[src/rtl/modular_exponentiation_core_macros.svh]
// ============================================================================
// Modular exponentiation core: assertion macros
// Shared helpers for writing the concurrent checks of the core's modules.
// ============================================================================
`ifndef MODULAR_EXPONENTIATION_CORE_MACROS_SVH
`define MODULAR_EXPONENTIATION_CORE_MACROS_SVH

// Same-cycle implication, checked at every rising edge outside reset.
`define MEXP_ASSERT_IMP(lbl, clk, rst, ante, cons, msg) \
   lbl: assert property (@(posedge clk) disable iff (rst) (ante) |-> (cons)) \
      else $error(msg);

// Next-cycle implication, checked at every rising edge outside reset.
`define MEXP_ASSERT_NXT(lbl, clk, rst, ante, cons, msg) \
   lbl: assert property (@(posedge clk) disable iff (rst) (ante) |=> (cons)) \
      else $error(msg);

`endif

[src/rtl/mexp_pkg.sv]
// ============================================================================
// Modular exponentiation package
// Types, codes and constants shared by the controller and the datapath.
// ============================================================================
`default_nettype none

package mexp_pkg;

   // Default operand width and the fixed width of the request and response data.
   localparam int unsigned OPERAND_BITS_DEF = 32;
   localparam int unsigned DATA_BITS        = 32;

   // Register file layout.
   localparam int unsigned CSR_INDEX_BITS = 1;
   localparam logic [CSR_INDEX_BITS-1:0] CSR_EXPONENT = 1'b0;
   localparam logic [CSR_INDEX_BITS-1:0] CSR_MODULUS  = 1'b1;

   // Operation started on the modular multiplier.
   typedef enum logic [1:0] {
      OP_NONE,
      OP_REDUCE,
      OP_SQUARE,
      OP_MULT
   } mexp_op_type;

   // Controller states.
   typedef enum logic [2:0] {
      S_IDLE,
      S_RED_WAIT,
      S_SCAN,
      S_SQ_WAIT,
      S_MUL_ISSUE,
      S_MUL_WAIT,
      S_DONE
   } mexp_state_type;

   // Commands from the controller to the datapath.
   typedef struct packed {
      mexp_op_type mul_op;
      logic        acc_set_one;
      logic        acc_load;
      logic        b_load;
      logic        out_load;
   } mexp_cmd_type;

   // Status from the datapath to the controller.
   typedef struct packed {
      logic mul_done;
   } mexp_status_type;

endpackage

`default_nettype wire

[src/rtl/mexp_modmul.sv]
// ============================================================================
// Bit-serial modular multiplier
// Computes x * y mod n by interleaved shift-and-add, one bit of x per cycle.
// ============================================================================
`default_nettype none
`include "modular_exponentiation_core_macros.svh"

module mexp_modmul #(
   parameter int unsigned OPERAND_BITS = mexp_pkg::OPERAND_BITS_DEF
) (
   input  wire logic                    clock,
   input  wire logic                    reset,
   input  wire logic                    start,
   input  wire logic [OPERAND_BITS-1:0] x,
   input  wire logic [OPERAND_BITS-1:0] y,
   input  wire logic [OPERAND_BITS-1:0] n,
   output logic                         done,
   output logic [OPERAND_BITS-1:0]      r
);

   localparam int unsigned W  = OPERAND_BITS;
   localparam int unsigned TW = OPERAND_BITS + 2;
   localparam int unsigned CW = $clog2(OPERAND_BITS);

   logic          busy_ff, busy_in;
   logic          done_ff, done_in;
   logic [CW-1:0] cnt_ff, cnt_in;
   logic [W-1:0]  x_ff, x_in;
   logic [W-1:0]  y_ff, y_in;
   logic [W-1:0]  r_ff, r_in;

   logic [TW-1:0] t, n1, n2;

   // The running remainder stays below n, and y never exceeds n, so the sum
   // 2r + y is below 3n and at most two subtractions of n bring it back.
   always_comb begin
      n1 = TW'(n);
      n2 = {1'b0, n, 1'b0};
      t  = {1'b0, r_ff, 1'b0} + (x_ff[W-1] ? TW'(y_ff) : '0);

      busy_in = busy_ff;
      done_in = 1'b0;
      cnt_in  = cnt_ff;
      x_in    = x_ff;
      y_in    = y_ff;
      r_in    = r_ff;

      if (start) begin
         busy_in = 1'b1;
         cnt_in  = CW'(W - 1);
         x_in    = x;
         y_in    = y;
         r_in    = '0;
      end else if (busy_ff) begin
         x_in = x_ff << 1;
         if (t >= n2) begin
            r_in = W'(t - n2);
         end else if (t >= n1) begin
            r_in = W'(t - n1);
         end else begin
            r_in = W'(t);
         end
         cnt_in = cnt_ff - 1'b1;
         if (cnt_ff == '0) begin
            busy_in = 1'b0;
            done_in = 1'b1;
         end
      end
   end

   always_ff @(posedge clock) begin
      if (reset) begin
         busy_ff <= 1'b0;
         done_ff <= 1'b0;
         cnt_ff  <= '0;
      end else begin
         busy_ff <= busy_in;
         done_ff <= done_in;
         cnt_ff  <= cnt_in;
      end
      x_ff <= x_in;
      y_ff <= y_in;
      r_ff <= r_in;
   end

   assign done = done_ff;
   assign r    = r_ff;

   `MEXP_ASSERT_IMP(a_result_reduced, clock, reset, done_ff, r_ff < n, "product not reduced")
   `MEXP_ASSERT_IMP(a_no_start_busy, clock, reset, start, !busy_ff, "start while busy")

endmodule

`default_nettype wire

[src/rtl/mexp_dp.sv]
// ============================================================================
// Modular exponentiation datapath
// Holds the modulus, reduced base, accumulator and result register.
// ============================================================================
`default_nettype none

module mexp_dp #(
   parameter int unsigned OPERAND_BITS = mexp_pkg::OPERAND_BITS_DEF
) (
   input  wire logic                                  clock,
   input  wire logic                                  reset,
   input  wire logic                                  csr_we,
   input  wire logic [mexp_pkg::CSR_INDEX_BITS-1:0]   csr_index,
   input  wire logic [mexp_pkg::DATA_BITS-1:0]        csr_wdata,
   input  wire logic [mexp_pkg::DATA_BITS-1:0]        req_tdata,
   input  wire mexp_pkg::mexp_cmd_type                cmd,
   output mexp_pkg::mexp_status_type                  status,
   output logic [mexp_pkg::DATA_BITS-1:0]             rsp_tdata
);

   localparam int unsigned W = OPERAND_BITS;

   logic [W-1:0] mod_ff, mod_in;
   logic [W-1:0] acc_ff, acc_in;
   logic [W-1:0] b_ff, b_in;
   logic [W-1:0] out_ff, out_in;

   logic [W-1:0] wdata;
   logic         mul_start;
   logic [W-1:0] mul_x, mul_y, mul_r;
   logic         mul_done;

   assign wdata = csr_wdata[W-1:0];

   // A zero modulus write is dropped, so the modulus is never zero.
   always_comb begin
      mod_in = mod_ff;
      if (csr_we && csr_index == mexp_pkg::CSR_MODULUS && wdata != '0) begin
         mod_in = wdata;
      end
   end

   // Operand selection for the shared multiplier. The base is reduced as
   // base * 1 straight from the request data in the cycle it is accepted.
   always_comb begin
      mul_start = 1'b1;
      mul_x     = acc_ff;
      mul_y     = acc_ff;
      case (cmd.mul_op)
         mexp_pkg::OP_REDUCE: begin
            mul_x = req_tdata[W-1:0];
            mul_y = W'(1);
         end
         mexp_pkg::OP_SQUARE: begin
            mul_y = acc_ff;
         end
         mexp_pkg::OP_MULT: begin
            mul_y = b_ff;
         end
         default: begin
            mul_start = 1'b0;
         end
      endcase
   end

   always_comb begin
      acc_in = acc_ff;
      b_in   = b_ff;
      out_in = out_ff;
      if (cmd.acc_set_one) begin
         acc_in = W'(1);
      end else if (cmd.acc_load) begin
         acc_in = mul_r;
      end
      if (cmd.b_load) begin
         b_in = mul_r;
      end
      if (cmd.out_load) begin
         out_in = acc_ff;
      end
   end

   always_ff @(posedge clock) begin
      if (reset) begin
         mod_ff <= W'(1);
      end else begin
         mod_ff <= mod_in;
      end
      acc_ff <= acc_in;
      b_ff   <= b_in;
      out_ff <= out_in;
   end

   mexp_modmul #(
      .OPERAND_BITS(OPERAND_BITS)
   ) u_modmul (
      .clock(clock),
      .reset(reset),
      .start(mul_start),
      .x    (mul_x),
      .y    (mul_y),
      .n    (mod_ff),
      .done (mul_done),
      .r    (mul_r)
   );

   assign status.mul_done = mul_done;
   assign rsp_tdata       = mexp_pkg::DATA_BITS'(out_ff);

endmodule

`default_nettype wire

[src/rtl/mexp_ctrl.sv]
// ============================================================================
// Modular exponentiation controller
// Sequences base reduction and the square-and-multiply steps per request.
// ============================================================================
`default_nettype none
`include "modular_exponentiation_core_macros.svh"

module mexp_ctrl #(
   parameter int unsigned OPERAND_BITS = mexp_pkg::OPERAND_BITS_DEF
) (
   input  wire logic                                  clock,
   input  wire logic                                  reset,
   input  wire logic                                  csr_we,
   input  wire logic [mexp_pkg::CSR_INDEX_BITS-1:0]   csr_index,
   input  wire logic [mexp_pkg::DATA_BITS-1:0]        csr_wdata,
   input  wire logic                                  req_tvalid,
   output logic                                       req_tready,
   output logic                                       rsp_tvalid,
   input  wire logic                                  rsp_tready,
   input  wire mexp_pkg::mexp_status_type             status,
   output mexp_pkg::mexp_cmd_type                     cmd
);

   localparam int unsigned W  = OPERAND_BITS;
   localparam int unsigned CW = $clog2(OPERAND_BITS);

   mexp_pkg::mexp_state_type state_ff, state_in;
   logic [W-1:0]  exp_ff, exp_in;
   logic [CW-1:0] bit_ff, bit_in;
   logic          started_ff, started_in;
   logic          rsp_valid_ff, rsp_valid_in;
   logic          req_accept;
   logic          exp_bit;
   logic          mul_waiting;

   assign req_tready = (state_ff == mexp_pkg::S_IDLE);
   assign req_accept = req_tvalid && req_tready;
   assign exp_bit    = exp_ff[bit_ff];

   // The states in which a multiplier result is expected.
   assign mul_waiting = state_ff inside {mexp_pkg::S_RED_WAIT, mexp_pkg::S_SQ_WAIT,
                                         mexp_pkg::S_MUL_WAIT};

   always_comb begin
      exp_in = exp_ff;
      if (csr_we && csr_index == mexp_pkg::CSR_EXPONENT) begin
         exp_in = csr_wdata[W-1:0];
      end
   end

   always_ff @(posedge clock) begin
      if (reset) begin
         state_ff     <= mexp_pkg::S_IDLE;
         exp_ff       <= '0;
         bit_ff       <= '0;
         started_ff   <= 1'b0;
         rsp_valid_ff <= 1'b0;
      end else begin
         state_ff     <= state_in;
         exp_ff       <= exp_in;
         bit_ff       <= bit_in;
         started_ff   <= started_in;
         rsp_valid_ff <= rsp_valid_in;
      end
   end

   always_comb begin
      state_in         = state_ff;
      bit_in           = bit_ff;
      started_in       = started_ff;
      rsp_valid_in     = rsp_valid_ff && !rsp_tready;
      cmd.mul_op       = mexp_pkg::OP_NONE;
      cmd.acc_set_one  = 1'b0;
      cmd.acc_load     = 1'b0;
      cmd.b_load       = 1'b0;
      cmd.out_load     = 1'b0;

      case (state_ff)
         mexp_pkg::S_IDLE: begin
            if (req_accept) begin
               bit_in     = CW'(W - 1);
               started_in = 1'b0;
               if (exp_ff == '0) begin
                  cmd.acc_set_one = 1'b1;
                  state_in        = mexp_pkg::S_DONE;
               end else begin
                  cmd.mul_op = mexp_pkg::OP_REDUCE;
                  state_in   = mexp_pkg::S_RED_WAIT;
               end
            end
         end
         mexp_pkg::S_RED_WAIT: begin
            if (status.mul_done) begin
               cmd.b_load      = 1'b1;
               cmd.acc_set_one = 1'b1;
               state_in        = mexp_pkg::S_SCAN;
            end
         end
         mexp_pkg::S_SCAN: begin
            // Leading zero bits of the exponent are skipped one a cycle.
            if (started_ff || exp_bit) begin
               started_in = 1'b1;
               cmd.mul_op = mexp_pkg::OP_SQUARE;
               state_in   = mexp_pkg::S_SQ_WAIT;
            end else begin
               bit_in = bit_ff - 1'b1;
            end
         end
         mexp_pkg::S_SQ_WAIT: begin
            if (status.mul_done) begin
               cmd.acc_load = 1'b1;
               if (exp_bit) begin
                  state_in = mexp_pkg::S_MUL_ISSUE;
               end else if (bit_ff == '0) begin
                  state_in = mexp_pkg::S_DONE;
               end else begin
                  bit_in   = bit_ff - 1'b1;
                  state_in = mexp_pkg::S_SCAN;
               end
            end
         end
         mexp_pkg::S_MUL_ISSUE: begin
            cmd.mul_op = mexp_pkg::OP_MULT;
            state_in   = mexp_pkg::S_MUL_WAIT;
         end
         mexp_pkg::S_MUL_WAIT: begin
            if (status.mul_done) begin
               cmd.acc_load = 1'b1;
               if (bit_ff == '0) begin
                  state_in = mexp_pkg::S_DONE;
               end else begin
                  bit_in   = bit_ff - 1'b1;
                  state_in = mexp_pkg::S_SCAN;
               end
            end
         end
         mexp_pkg::S_DONE: begin
            if (!rsp_valid_ff || rsp_tready) begin
               cmd.out_load = 1'b1;
               rsp_valid_in = 1'b1;
               state_in     = mexp_pkg::S_IDLE;
            end
         end
         default: begin
            state_in = mexp_pkg::S_IDLE;
         end
      endcase
   end

   assign rsp_tvalid = rsp_valid_ff;

   `MEXP_ASSERT_IMP(a_done_when_waiting, clock, reset, status.mul_done, mul_waiting, "unexpected done")
   `MEXP_ASSERT_NXT(a_accept_leaves_idle, clock, reset, req_accept, !req_tready, "request not started")

endmodule

`default_nettype wire

[src/rtl/modular_exponentiation_core.sv]
// ============================================================================
// Modular exponentiation core
// Raises each request's base to a configured exponent modulo a configured modulus.
// ============================================================================
// Each request carries one base; the core answers with base^exponent mod
// modulus, computed by left-to-right square-and-multiply from the most
// significant set bit of the exponent, and answers 1 whenever the exponent is
// zero. Only the low OPERAND_BITS bits of the base and of both registers are
// used, and a write of zero to the modulus is ignored, so the modulus is never
// zero. Every modular product goes through one shared bit-serial multiplier
// that handles one bit of its first operand per cycle, and that unit sets the
// throughput: it reduces the base, then squares once for each exponent bit
// from the highest set bit down and multiplies once for each set bit, while
// leading zero bits are skipped without the multiplier; a final step hands
// the result over, and a zero exponent skips the multiplier altogether.
// Requests are handled one at a time, but the result sits in its own
// register, so the next request is accepted as soon as the previous
// computation has finished, even while the response still waits to be
// taken. Registers may only be written while no request is in flight.
// ============================================================================
`default_nettype none

module modular_exponentiation_core #(
   parameter int unsigned OPERAND_BITS = mexp_pkg::OPERAND_BITS_DEF
) (
   input  wire logic                                  clock,
   input  wire logic                                  reset,
   // Register write port: index 0 exponent, index 1 modulus.
   input  wire logic                                  csr_we,
   input  wire logic [mexp_pkg::CSR_INDEX_BITS-1:0]   csr_index,
   input  wire logic [mexp_pkg::DATA_BITS-1:0]        csr_wdata,
   // Request channel.
   input  wire logic                                  req_tvalid,
   output logic                                       req_tready,
   input  wire logic [mexp_pkg::DATA_BITS-1:0]        req_tdata,  // [31:0] base
   // Response channel.
   output logic                                       rsp_tvalid,
   input  wire logic                                  rsp_tready,
   output logic [mexp_pkg::DATA_BITS-1:0]             rsp_tdata   // [31:0] power
);

   // The controller and the datapath talk only through these two bundles.
   mexp_pkg::mexp_cmd_type    cmd;
   mexp_pkg::mexp_status_type status;

   // The controller owns the exponent register, the sequencing and the
   // response valid flag.
   mexp_ctrl #(
      .OPERAND_BITS(OPERAND_BITS)
   ) u_ctrl (
      .clock     (clock),
      .reset     (reset),
      .csr_we    (csr_we),
      .csr_index (csr_index),
      .csr_wdata (csr_wdata),
      .req_tvalid(req_tvalid),
      .req_tready(req_tready),
      .rsp_tvalid(rsp_tvalid),
      .rsp_tready(rsp_tready),
      .status    (status),
      .cmd       (cmd)
   );

   // The datapath owns the modulus, the reduced base, the accumulator, the
   // shared multiplier and the response data register.
   mexp_dp #(
      .OPERAND_BITS(OPERAND_BITS)
   ) u_dp (
      .clock    (clock),
      .reset    (reset),
      .csr_we   (csr_we),
      .csr_index(csr_index),
      .csr_wdata(csr_wdata),
      .req_tdata(req_tdata),
      .cmd      (cmd),
      .status   (status),
      .rsp_tdata(rsp_tdata)
   );

endmodule

`default_nettype wire

[config.mk]
export PLATFORM = sky130hd
export DESIGN_NAME = modular_exponentiation_core
export DESIGN_NICKNAME = d
export VERILOG_FILES = /design/src/rtl/mexp_pkg.sv /design/src/rtl/mexp_modmul.sv /design/src/rtl/mexp_dp.sv /design/src/rtl/mexp_ctrl.sv /design/src/rtl/modular_exponentiation_core.sv
export VERILOG_INCLUDE_DIRS = /design/src /design/src/rtl
export SDC_FILE = /design/constraint.sdc
export NUM_CORES = 1
export LEC_CHECK = 0
export BUFFER_PORTS_ARGS = -buffer_cell sky130_fd_sc_hd__buf_2
export CORE_UTILIZATION = 45
export DETAILED_ROUTE_END_ITERATION = 8
export HOLD_SLACK_MARGIN = 0.05
export PLACE_DENSITY = 0.58
export SKIP_LAST_GASP = 1
export SYNTH_ARGS = -nofsm -noshare
export SYNTH_HDL_FRONTEND = slang
export SYNTH_HIERARCHICAL = 1
export SYNTH_SLANG_ARGS = --single-unit
[constraint.sdc]
create_clock -name clock -period 7.58 [get_ports clock]
set_input_delay 1.137 -clock clock [delete_from_list [all_inputs] [get_ports clock]]
set_output_delay 1.137 -clock clock [all_outputs]
set_load 0.01 [all_outputs]
### Word level (Yosys, flattened, before mapping)

Cells that the tools add are included.

* register bits after elaboration: 273
* input port bits: 70
* output and inout port bits: 34
* word-level logic and storage cells: 114

* add/sub/neg operators: 5
* order comparisons: 3
* equal/unequal tests: 17
* muxes and demuxes: 49
* bitwise logic cells: 2
* reduce and logical (&&, ||, !) cells: 23

Operator list (count)
* 2-to-1 mux 32 bit: 6
* case mux 32 bit (2 select lines): 1
* subtractor 32 bit: 2
* 2-to-1 mux 5 bit: 8
* adder 33 x 32 -> 34 bit: 1
* greater-or-equal comparator 34 x 32 -> 1 bit: 1
* greater-or-equal comparator 34 x 33 -> 1 bit: 1
* zero test 32 bit: 1
* nonzero test 32 bit: 1
* 2-to-1 mux 3 bit: 10
* case mux 3 bit (7 select lines): 1
* case mux 5 bit (4 select lines): 1
* 2-to-1 mux 1 bit: 17
* AND reduction 6 bit: 2
* zero test 5 bit: 2
* inequality test 2 x 1 -> 1 bit, second input constant: 5
* subtractor 5 x 1 -> 5 bit, second input constant: 2
* == test 3 bit, second input constant: 3
* == test 3 x 2 -> 1 bit, second input constant: 2
* < comparator 5 x 6 -> 1 bit, second input constant: 1
* inequality test 2 bit, second input constant: 3
* case mux 2 bit (3 select lines): 1
* OR reduction 3 bit: 2
* binary-select mux 1 bit (select 5 bit): 1
* 14 further kinds: 24

### Depth between registers and ports, before layout

Gate-level depths: netlist of the first run.

* depth in word-level cells: 9
* depth in mapped cells: 26
* mapped depth without buffers: 23

### Modules after synthesis

The synthesis of the first run kept the hierarchy.

By module, submodules not included
* mexp_modmul: instances 1, cells each 1071, area each 9357.7 µm², seq. area each 2702.6 µm²
* mexp_dp: instances 1, cells each 493, area each 5306.3 µm², seq. area each 3203.1 µm²
* mexp_ctrl: instances 1, cells each 300, area each 2324.7 µm², seq. area each 840.8 µm²

### Worst setup path after synthesis of the first run

Ideal clock, no wire load.

* kind: register -> register
* from: register u_dp.u_modmul.x_ff[31]
* to: register u_dp.u_modmul.r_ff[1], in the netlist u_dp/u_modmul/r[1]
* setup time: 133 ps
* arrival: 4856 ps
* data required time: 7447 ps
* setup slack: 2591 ps
* cell stages (with the launch flop): 25
* path buffers: 4
* period minus slack after synthesis: 4989 ps
* cell sequence: edfxtp_1 -> clkbuf_1 -> nand2_1 -> fa_1 -> nand2b_1 -> a211oi_1 -> o21ai_2 -> o311a_1 -> o221ai_1 -> a21oi_1 -> xnor2_1 -> ha_1 -> a21o_1 -> a21oi_1 -> o21ba_2 -> o21ai_0 -> a31oi_1 -> o21ai_1 -> or3_1 -> buf_2 -> or2_1 -> buf_6 -> buf_6 -> a21oi_1 -> o221ai_1

* word-level cells in the longest chain between the ends: 5
* elaborated cells between the ends (all ways): 8
* classes of those cells: add/sub: 3; order compare: 2; mux: 3

RTL lines
* start: declaration: line mexp_modmul.sv:28 `logic [W-1:0] x_ff, x_in;`
* start signal: assignment: line mexp_modmul.sv:81 `x_ff <= x_in;`
* 2-to-1 mux 32 bit (*): line mexp_modmul.sv:39 `t = {1'b0, r_ff, 1'b0} + (x_ff[W-1] ? TW'(y_ff) : '0);`
* adder 33 x 32 -> 34 bit (*): line mexp_modmul.sv:39
* subtractor 32 bit / greater-or-equal comparator 34 x 32 -> 1 bit (equally long branches): line mexp_modmul.sv:59, mexp_modmul.sv:58
* 2-to-1 mux 32 bit: line mexp_modmul.sv:58 `end else if (t >= n1) begin`
* 2-to-1 mux 32 bit (*): line mexp_modmul.sv:56 `if (t >= n2) begin`
* end signal: assignment: line mexp_modmul.sv:83 `r_ff <= r_in;`
* end: declaration: line mexp_modmul.sv:30 `logic [W-1:0] r_ff, r_in;`

Mark *: on every way between the ends. The rest lies on a longest branch, timed or not.
A chain may end at the register's enable or synchronous reset.

### Final worst setup path of the first run

* from: register u_dp.u_modmul.x_ff[31]
* to: register u_dp.u_modmul.r_ff[30], in the netlist u_dp/u_modmul/r[30]

The elaborated chain is that of the path after synthesis.

==> summary.md, run 1 <==
| Metric | Value |
|---|---|
| Outcome | complete, no violations |
| DR DRC count | 0 |
| Die Height | 196 um |
| Starting DRC count in detailed routing | between 800 and 900 |
| Synth Area in Compound Gates | 19.0% |
| Worst Setup Slack, final | 0.766 ns |
| Final Cycle Share | 89.9% |
| Root buf cell | clkbuf_16 |
| Drt pass-1 iters | 7 |
| Fraction of the mapped netlist area in adder cells | ~7.6% |
| CTS clk-pin slew, worst paths | 0.07 ns |
| Die Wd | 196 um |
| #FFs+latches synth | between 200 and 300 |
| # H-tree levels | 1 |
| Type of destination of the critical path | flop |
| Share of cells above drive strength 1 | between 10% and 20% |
| Post-synthesis simple-gate area fraction | 17.2% |
| Initial Util | 46.1% |
| Slew Viols, Final | 0 |
| Setup WS pre-CTS | 0.904 ns |
| Layout Cell Area excl Fill | between 0.015 and 0.02 mm^2 |
| Min Tclk post-route | 6.81 ns |
| Num rows | 70 |
| Vias | 13.8k |
| Post-synth EDFFs | 128 |
| Final setup skew | between 0.01 and 0.015 ns |
| Crit path required time | 8.06 ns |
| Combinational family with the most area after synthesis | compound AO/OA/AOI/OAI gates |
| Fin nets | roughly 2.1k |
| Share of synthesized flip-flops with an asynchronous set or reset | 0% |
| Critical path fanouts, max | 26 |
| Pin count of the biggest net entering global routing | 109 |
| RSZ-0062 raised after global routing | no |
| Vias in the first global route | 13.1k |
| Postcts setup bufs | 0 |
| Initial antenna violation count | 0 |
| Core Area | approximately 0.037 mm^2 |
| Global route total overflow | 0 |
| I/O Pins | 104 |
| Crit path arrival time | 7.29 ns |
| Least-Margin Pin Slew | 1.26 ns |
| CP Class | reg -> reg |
| Hold Path Class | reg -> reg |
| Gpl congestion | 0.904 |
| Placed cell count | 2401 |
| Most frequent cells in the layout | 193 x nand2_1, 145 x dfxtp_1, 142 x a21oi_1 |
| XOR/XNOR share of the synthesized area | 4.23% |
| Warnings from Yosys | 6 |
| Critical path startpoint category | flop |
| Clk_lat worst skew | ~0.57 ns |
| Seq/Total Area, Yosys | 39.7% |
| Placed cell area | 0.0179 mm^2 |
| WL final | 45700 um |
| Cell Count, Final, Fillers Out | 2458 |
| Mapped Area | 0.0170 mm^2 |
| Post-synthesis mux area share | ~7.2% |
| Routed wire per std cell | between 15 and 20 um |
| ANT cells | 0 |
| Gr usage total | between 20% and 30% |
| Die ar. | a little under 0.04 mm^2 |
| Num Clock Sinks | 273 |
| Synth Net Count | about 2k |
| Max_slew headroom | 15.3% |
| # resized after CTS | 0 |
| Final Hold Fails | 0 |
| Commonest non-fill, non-tap cell in the layout | nand2_1 |
| Final setup TNS | 0 ns |
| Synth-to-layout area growth | 11.8% |
| DPL Wire Length | 34600 um |
| Synthesized area per cell | 9.11 um^2 |
| Max_cap viols | 0 |
| Vias/cell | 5.63 |
| # setup viols final | 0 |
| Main synth FF type | dfxtp_1 |
| CTS Hold Bufs | 0 |
| Clock Tree Buf Depth | 3 |
| Port Buffer Count | 103 |
| Final ANT Viol Nets | 0 |
| Total CTS buffers | 31 |
| First-pass GRT wire length | 73200 um |
| Fmax | between 0.1 and 0.15 GHz |
| Post-Synthesis Cells | 1864 |
| Synth cell types | 84 |
| CTS tree | yes |
## logic make-up (layout without fill, tap and decap cells)
family	after synthesis	count (layout)
AOI/OAI and AO/OA	498	498
xor gates and xnor gates	82	82
adders and majority gates	102	102
buffers and inverters	199	289
DFF	273	273
muxes	118	118
and+or+nand+nor	592	592
## worst paths after layout
path | from | to | slack, ns | cells past startpoint
setup / recovery | u_dp/u_modmul/x_ff[31] | u_dp/u_modmul/r[30] | 0.77 | 22
setup reg to reg | u_dp/u_modmul/x_ff[31] | u_dp/u_modmul/r[30] | 0.77 | 22
hold reg to reg | u_dp/acc_ff[22] | u_dp/rsp_tdata[22] | 0.46 | 0
hold / removal | u_dp/acc_ff[22] | u_dp/rsp_tdata[22] | 0.46 | 0
## synthesized netlist by cell type (14+ instances only)
cell / count / share of area [%]
nand2_1: 193 / 4.3
dfxtp_1: 145 / 17
a21oi_1: 143 / 4.2
edfxtp_1: 128 / 23
o21ai_0: 123 / 3.6
nor2_1: 108 / 2.4
inv_1: 107 / 2.4
ha_1: 99 / 7.3
mux2i_1: 84 / 4.9
nand2b_1: 78 / 2.9
clkbuf_1: 65 / 1.4
xnor2_1: 55 / 2.8
and2_1: 40 / 1.5
a21o_1: 34 / 1.5
mux2_2: 34 / 2.3
nand3_1: 31 / 0.91
nor3_1: 31 / 0.91
nor4_1: 27 / 0.99
xor2_1: 27 / 1.4
nor2b_1: 20 / 0.74
nand4_1: 18 / 0.66
a31oi_1: 16 / 0.59
a311oi_1: 15 / 0.77
a211oi_1: 14 / 0.62
o21a_1: 14 / 0.62
## flip-flops by register name (all words and copies together) (netlist names)
signal                 flops
u_dp/acc_ff               32
u_dp/b_ff                 32
u_ctrl/bit_ff              5
u_dp/u_modmul/busy_ff      1
u_dp/u_modmul/r           32
u_dp/mod_ff               32
u_ctrl/rsp_tvalid          1
u_dp/rsp_tdata            32
u_dp/u_modmul/x_ff        32
u_dp/u_modmul/cnt_ff       5
u_dp/u_modmul/done         1
u_ctrl/started_ff          1
u_ctrl/state_ff            3
u_dp/u_modmul/y_ff        32
u_ctrl/exp_ff             32
## per-stage QoR
step	hold WS, ns	utilization (%)
2_1_floorplan	0.429	-
3_5_place_dp	0.445	48.5
4_1_cts	0.459	51.5
5_1_grt	0.469	51.5
6_report	0.456	51.5
3_3_place_gp	0.439	48.5
## final cells by class
| class | instances | area (um^2) |
|---|---|---|
| clock inverters | 20 | 268 |
| flip-flops and latches | 273 | 6750 |
| clock buffers | 37 | 828 |
| fillers | 3556 | 17900 |
| well taps | 504 | 631 |
| repair buffers | 124 | 673 |
| multi-input cells | 1392 | 9430 |
| inverters | 108 | 408 |
## per-layer routing
layer / track usage, % / wire, um / part of all wire, %
met4: 6.34 / 987 / 2.2
met1: 35.4 / 23100 / 51
met2: 36.4 / 19400 / 42
met5: 0 / 0 / 0
met3: 2.53 / 2230 / 4.9
## worst max-delay path, stage by stage, from the launching register on
cell and delay (ns):
edfxtp_1 0.66, and2_1 0.22, ha_1 0.19, inv_1 0.06
fa_1 0.41, nand2b_1 0.18, a211oi_1 0.33, o21ai_2 0.16
o311a_1 0.35, o221ai_1 0.19, a21oi_1 0.11, xnor2_1 0.39
ha_1 0.31, nand4_1 0.27, nor4_1 0.70, nand4_1 0.34
o211ai_1 0.20, a21oi_1 0.09, o21ai_1 0.11, or3_1 0.72
buf_4 0.31, nor3_1 0.08, o32ai_1 0.31
Power of run 1 is not shown: default switching activity piles up to over one toggle a cycle in this logic, so the estimate is an artifact.
==> run 2: changes to the inputs <==
--- a/config.mk
+++ b/config.mk
@@ -11,6 +11,7 @@
 export DETAILED_ROUTE_END_ITERATION = 8
 export HOLD_SLACK_MARGIN = 0.05
 export PLACE_DENSITY = 0.58
+export REMOVE_ABC_BUFFERS = 1
 export SKIP_LAST_GASP = 1
 export SYNTH_ARGS = -nofsm -noshare
 export SYNTH_HDL_FRONTEND = slang
==> summary.md, run 2 (synthesized netlist as in run 1, its figures left out) <==
| Metric | Value |
|---|---|
| Outcome | complete, no violations |
| CTS Hold Bufs | 0 (unchanged) |
| RSZ-0062 raised after global routing | no |
| Critical-path top delay cell | edfxtp_1 |
| Filler instances | 3510 (-1.3%) |
| Commonest non-fill, non-tap cell in the layout | nand2_1 |
| Critical path fanouts, max | 25 (-3.8%) |
| Crit path required time | 8.10 ns (+0.04 ns) |
| Multi-input logic area | 0.00944 mm^2 (about the same) |
| Final Hold Fails | 0 (unchanged) |
| Die ar. | 0.0385 mm^2 (unchanged) |
| Min Hold Slack | 0.453 ns (-0.00356 ns) |
| Worst hold stages | 0 (unchanged) |
| Least-Margin Pin Slew | 1.22 ns (-0.0410 ns) |
| Vias | 14.0k (+0.90%) |
| Crit path arrival time | 7.26 ns (-0.03 ns) |
| Setup WS pre-CTS | 0.931 ns (+0.0274 ns) |
| Global route total overflow | 0 (unchanged) |
| Fin nets | 2102 (unchanged) |
| # resized after CTS | 0 (unchanged) |
| Root buf cell | clkbuf_16 |
| CP Class | reg -> reg |
| Gr usage total | 25.1% (+1.3 points) |
| Drt pass-1 iters | 5 (-2) |
| Hold Path Class | reg -> reg |
| Reg2Reg Depth | 23 (+4.5%) |
| Num rows | 70 (unchanged) |
| Max_cap viols | 0 (unchanged) |
| Worst Setup Slack, final | 0.845 ns (+0.0797 ns) |
| Die Height | 196 um (unchanged) |
| DR DRC count | 0 (unchanged) |
| DPL Wire Length | 35700 um (+3.4%) |
| Final Cycle Share | 88.8% (-1.1 points) |
| CTS tree | yes |
| Type of destination of the critical path | flop |
| Postcts setup bufs | 0 (unchanged) |
| Routed wire per std cell | 19.6 um (+5.3%) |
| Final setup skew | 0.00989 ns (-0.00189 ns) |
| Slew Viols, Final | 0 (unchanged) |
| Most frequent cells in the layout | 193 x nand2_1, 145 x dfxtp_1, 142 x a21oi_1 |
| Num Clock Sinks | 273 (unchanged) |
| Initial antenna violation count | 0 (unchanged) |
| Fmax | 0.148 GHz (+1.2%) |
| Core Area | 0.0369 mm^2 (unchanged) |
| Total CTS buffers | 30 (-3.2%) |
| First-pass GRT wire length | 75900 um (+3.7%) |
| # setup viols final | 0 (unchanged) |
| Pin count of the biggest net entering global routing | 114 (+4.6%) |
| Gpl congestion | 0.904 (about the same) |
| Clock Tree Buf Depth | 3 (unchanged) |
| Final ANT Viol Nets | 0 (unchanged) |
| Min Tclk post-route | 6.73 ns (-0.0797 ns) |
| Cell Count, Final, Fillers Out | 2458 (unchanged) |
| Share of cells above drive strength 1 | 12.5% (unchanged) |
| Final setup TNS | 0 ns (unchanged) |
| ANT cells | 0 (unchanged) |
| # H-tree levels | 1 (unchanged) |
| Port Buffer Count | 103 (unchanged) |
| WL final | 48200 um (+5.3%) |
| CP cell instances | and2_1 -> ha_1 -> inv_1 -> fa_1 -> nand2b_1 -> a211oi_1 -> o21ai_2 -> o311a_1 -> o221ai_1 -> a21oi_1 -> xnor2_1 -> ha_1 -> nand4_1 -> nor4_1 -> nand4_1 -> o211ai_1 -> a21oi_1 -> o21ai_1 -> or3_1 -> buf_4 -> nor4_1 -> a311oi_1 -> a22o_1 |
| Starting DRC count in detailed routing | 983 (+19%) |
| Initial Util | 46.1% (unchanged) |
| Clk_lat worst skew | 0.58 ns (about the same) |
| Die Wd | 196 um (unchanged) |
| CTS clk-pin slew, worst paths | 0.06 ns (about the same) |
| I/O Pins | 104 (unchanged) |
| Critical path startpoint category | flop |
| Synth-to-layout area growth | 11.9% |
| Max incr delay on CP | 0.72 ns (about the same) |
| Max_slew headroom | 18.4% (+3.1 points) |
| Placed cell count | 2402 (+0.042%) |
| Vias/cell | 5.68 (+0.90%) |
| Vias in the first global route | 13.5k (+2.7%) |
| Register area | 0.00675 mm^2 (unchanged) |
## run 2: final timing paths
path                          startpoint  slack, ns                  to
hold / removal            u_dp/acc_ff[6]       0.45   u_dp/rsp_tdata[6]
hold reg to reg           u_dp/acc_ff[6]       0.45   u_dp/rsp_tdata[6]
setup reg to reg  u_dp/u_modmul/x_ff[31]       0.85  u_dp/u_modmul/r[5]
setup / recovery  u_dp/u_modmul/x_ff[31]       0.85  u_dp/u_modmul/r[5]
## run 2: layout make-up
type | count | area share (%)
multi-input combinational | 1392 | 49.6
sequential | 273 | 35.5
tap | 504 | 3.32
inverter | 108 | 2.15
clock buffer | 35 | 4.21
clock inverter | 21 | 1.62
timing repair buffer | 125 | 3.58
## run 2: per-stage QoR
stage / utilization (%) / instance area [um^2]
floorplan: - / 16500
global placement: 48.5 / 17900
detailed placement: 48.5 / 17900
CTS: 51.6 / 19000
global route: 51.6 / 19000
finish: 51.6 / 19000
## run 2: layer usage
layer  vias to the layer above  global-route usage [%]  wire length [um]
met5                         -                       0                 0
met4                         0                    9.43              1680
met3                        69                    2.44              2040
met2                       357                    37.7             20100
met1                      6647                    37.0             24300
li1                       6887                       -                 -
## run 2: worst max-delay path, delay by kind of cell, from the launching register on
kind,cells,cell delay [ns]
and+or+nand+nor,7,2.33
AOI/OAI and AO/OA,10,1.96
buffers and inverters,2,0.38
adders and majority gates,3,0.90
xor gates and xnor gates,1,0.37
DFF,1,0.72
Power of run 2 is left out for the same reason.
==> run 3: changes to the inputs <==
--- a/config.mk
+++ b/config.mk
@@ -6,6 +6,7 @@
 export SDC_FILE = /design/constraint.sdc
 export NUM_CORES = 1
 export LEC_CHECK = 0
+export ABC_AREA = 1
 export BUFFER_PORTS_ARGS = -buffer_cell sky130_fd_sc_hd__buf_2
 export CORE_UTILIZATION = 45
 export DETAILED_ROUTE_END_ITERATION = 8
==> summary.md, run 3 <==
| Metric | Value |
|---|---|
| Share of cells above drive strength 1 | 9.20% (-3.3 points) |
| Max incr delay on CP | 1.07 ns (+0.35 ns) |
| Min Tclk post-route | 6.09 ns (-0.642 ns) |
| Clock Tree Buf Depth | 3 (unchanged) |
| Crit path arrival time | 6.49 ns (-0.77 ns) |
| XOR/XNOR share of the synthesized area | 3.13% (-1.1 points) |
| Most frequent cell after synthesis | nand2_1 |
| ANT cells | 0 (unchanged) |
| Combinational family with the most area after synthesis | simple AND/OR/NAND/NOR gates |
| Mapped Area | 0.0185 mm^2 (+8.8%) |
| Final Hold Fails | 0 (unchanged) |
| Num Clock Sinks | 273 (unchanged) |
| Postcts setup bufs | 0 (unchanged) |
| Worst Setup Slack, final | 1.49 ns (+0.642 ns) |
| Post-synthesis mux area share | 0.914% (-6.3 points) |
| Num rows | 73 (+4.3%) |
| Final setup skew | 0.0207 ns (+0.0109 ns) |
| Vias in the first global route | 16.4k (+22%) |
| Fraction of the mapped netlist area in adder cells | 7.03% (-0.62 points) |
| M2 GR Usage | 47.7% (+10 points) |
| Routed wire per std cell | 19.3 um (-1.3%) |
| Post-synth EDFFs | 128 (unchanged) |
| RSZ-0062 raised after global routing | no |
| Clk_lat worst skew | 0.53 ns (-0.05 ns) |
| # resized after CTS | 0 (unchanged) |
| Multi-input logic area | 0.00983 mm^2 (+4.2%) |
| Final Cycle Share | 80.4% (-8.5 points) |
| Commonest non-fill, non-tap cell in the layout | nand2_1 |
| Fmax | 0.164 GHz (+11%) |
| # H-tree levels | 2 (+1) |
| Share of synthesized flip-flops with an asynchronous set or reset | 0% (unchanged) |
| CP cell instances | nand2_1 -> inv_1 -> ha_1 -> inv_1 -> fa_1 -> o21ai_2 -> nand2_1 -> nand2_1 -> nand2_1 -> nand2_1 -> xor2_1 -> ha_1 -> nand2_1 -> nor2_1 -> nand2_1 -> nor2_1 -> a21boi_0 -> nand3_1 -> nor2_2 -> buf_4 -> nand3b_1 -> nand3_1 -> a21oi_1 |
| Port Buffer Count | 103 (unchanged) |
| Type of destination of the critical path | flop |
| Synth-to-layout area growth | 10.6% |
| Initial antenna violation count | 1 (+1) |
| Die Wd | 205 um (+4.3%) |
| Synthesized area per cell | 7.08 um^2 (-22%) |
| Post-Synthesis Cells | 2610 (+40%) |
| I/O Pins | 104 (unchanged) |
| Initial Util | 46.1% (about the same) |
| Synth top cells by count | 641 x nand2_1, 363 x inv_1, 313 x nor2_1 |
| Vias/cell | 5.42 (-4.6%) |
| Fin nets | 2853 (+36%) |
| Synth cell types | 54 (-36%) |
| CTS clk-pin slew, worst paths | 0.06 ns (about the same) |
| Least-Margin Pin Slew | 1.21 ns (-0.0177 ns) |
| Die ar. | 0.0419 mm^2 (+8.7%) |
| WL final | 62500 um (+30%) |
| Setup WS pre-CTS | 1.69 ns (+0.759 ns) |
| Top cells by area, synth | edfxtp_1 21%, dfxtp_1 16%, nand2_1 13% |
| #FFs+latches synth | 273 (unchanged) |
| Most Crowded Layer GR | met2 |
| Final ANT Viol Nets | 0 (unchanged) |
| Seq/Total Area, Yosys | 36.5% (-3.2 points) |
| CP Class | reg -> reg |
| Critical-path top delay cell | edfxtp_1 |
| Vias | 17.5k (+25%) |
| Post-synthesis simple-gate area fraction | 28.2% (+11 points) |
| Max_slew headroom | 19.5% (+1.1 points) |
| Starting DRC count in detailed routing | 1233 (+25%) |
| Global route total overflow | 0 (unchanged) |
| Drt pass-1 iters | 7 (+2) |
| Filler instances | 4081 (+16%) |
| Max_cap viols | 0 (unchanged) |
| CTS Hold Bufs | 0 (unchanged) |
| Main synth FF type | dfxtp_1 |
| Post-synth top area cell | edfxtp_1 |
| Most frequent cells in the layout | 639 x nand2_1, 362 x inv_1, 311 x nor2_1 |
| Warnings from Yosys | 6 (unchanged) |
| Gpl congestion | 1.05 (+16%) |
| Slew Viols, Final | 0 (unchanged) |
| Final setup TNS | 0 ns (unchanged) |
| Total CTS buffers | 34 (+13%) |
| Core Area | 0.0401 mm^2 (+8.7%) |
| Crit path required time | 7.98 ns (-0.12 ns) |
| Hold Path Class | reg -> reg |
| M1 GR Usage | 40.5% (+3.5 points) |
| Pin count of the biggest net entering global routing | 59 (-48%) |
| DR DRC count | 0 (unchanged) |
| Register area | 0.00675 mm^2 (unchanged) |
| Root buf cell | clkbuf_16 |
| First-pass GRT wire length | 94800 um (+25%) |
| Outcome | complete, no violations |
| Met3 usage | 4.68% (+2.2 points) |
| # setup viols final | 0 (unchanged) |
| Critical path fanouts, max | 32 (+28%) |
| Critical path startpoint category | flop |
| Die Height | 205 um (+4.3%) |
| Most frequent CP cell | nand2_1 |
| Synth Area in Compound Gates | 13.8% (-5.2 points) |
| Gr usage total | 29.7% (+4.6 points) |
| CTS tree | yes |
| DPL Wire Length | 50000 um (+40%) |
| Post-synth top area share | 20.8% (-1.8 points) |
==> run 3: routing by layer <==
layer | vias to the layer above | share of wire [%] | wire [um]
met1 | 8176 | 46 | 28600
met4 | 0 | 3.0 | 1870
met5 | - | 0 | 0
li1 | 8639 | - | -
met2 | 599 | 45 | 28100
met3 | 89 | 6.2 | 3860
==> run 3: cells by family after synthesis <==
group           count (synthesis)
simple gates                 1244
compound gates                457
buf+inv                       453
flops                         273
fa+ha+maj                     102
xor+xnor                       66
mux                            15
==> run 3: stage by stage <==
step,cells,hold slack [ns],utilization (%),instance area [um^2]
global placement,3170,0.410,48.0,19200
detailed placement,3170,0.417,48.0,19200
CTS,3231,0.431,51.0,20500
finish,3231,0.430,51.0,20500
floorplan,2530,0.408,-,18000
global route,3231,0.442,51.0,20500
==> run 3: final cells by class <==
cell class,instances,share of cell area (%)
Multi-Input combinational cell,1884,48.1
Sequential cell,273,33.0
Inverter,373,6.87
Tap cell,525,3.21
Timing Repair Buffer,115,2.96
Clock inverter,17,1.22
Clock buffer,44,4.69
==> run 3: worst paths after layout <==
path | start | end | slack, ns | depth (start not counted)
setup / recovery | u_dp/u_modmul/x_ff[31] | u_dp/u_modmul/r[10] | 1.49 | 23
hold / removal | u_dp/acc_ff[14] | u_dp/rsp_tdata[14] | 0.43 | 0
setup reg to reg | u_dp/u_modmul/x_ff[31] | u_dp/u_modmul/r[10] | 1.49 | 23
hold reg to reg | u_dp/acc_ff[14] | u_dp/rsp_tdata[14] | 0.43 | 0
==> run 3: critical path, delay by kind of cell, from the launching register on <==
kind / cells / cell delay (ns)
and+or+nand+nor: 13 / 2.05
buffers and inverters: 3 / 0.44
adders and majority gates: 3 / 0.98
DFF: 1 / 1.07
AOI/OAI and AO/OA: 3 / 0.79
xor gates and xnor gates: 1 / 0.63
Power of run 3 is left out for the same reason.
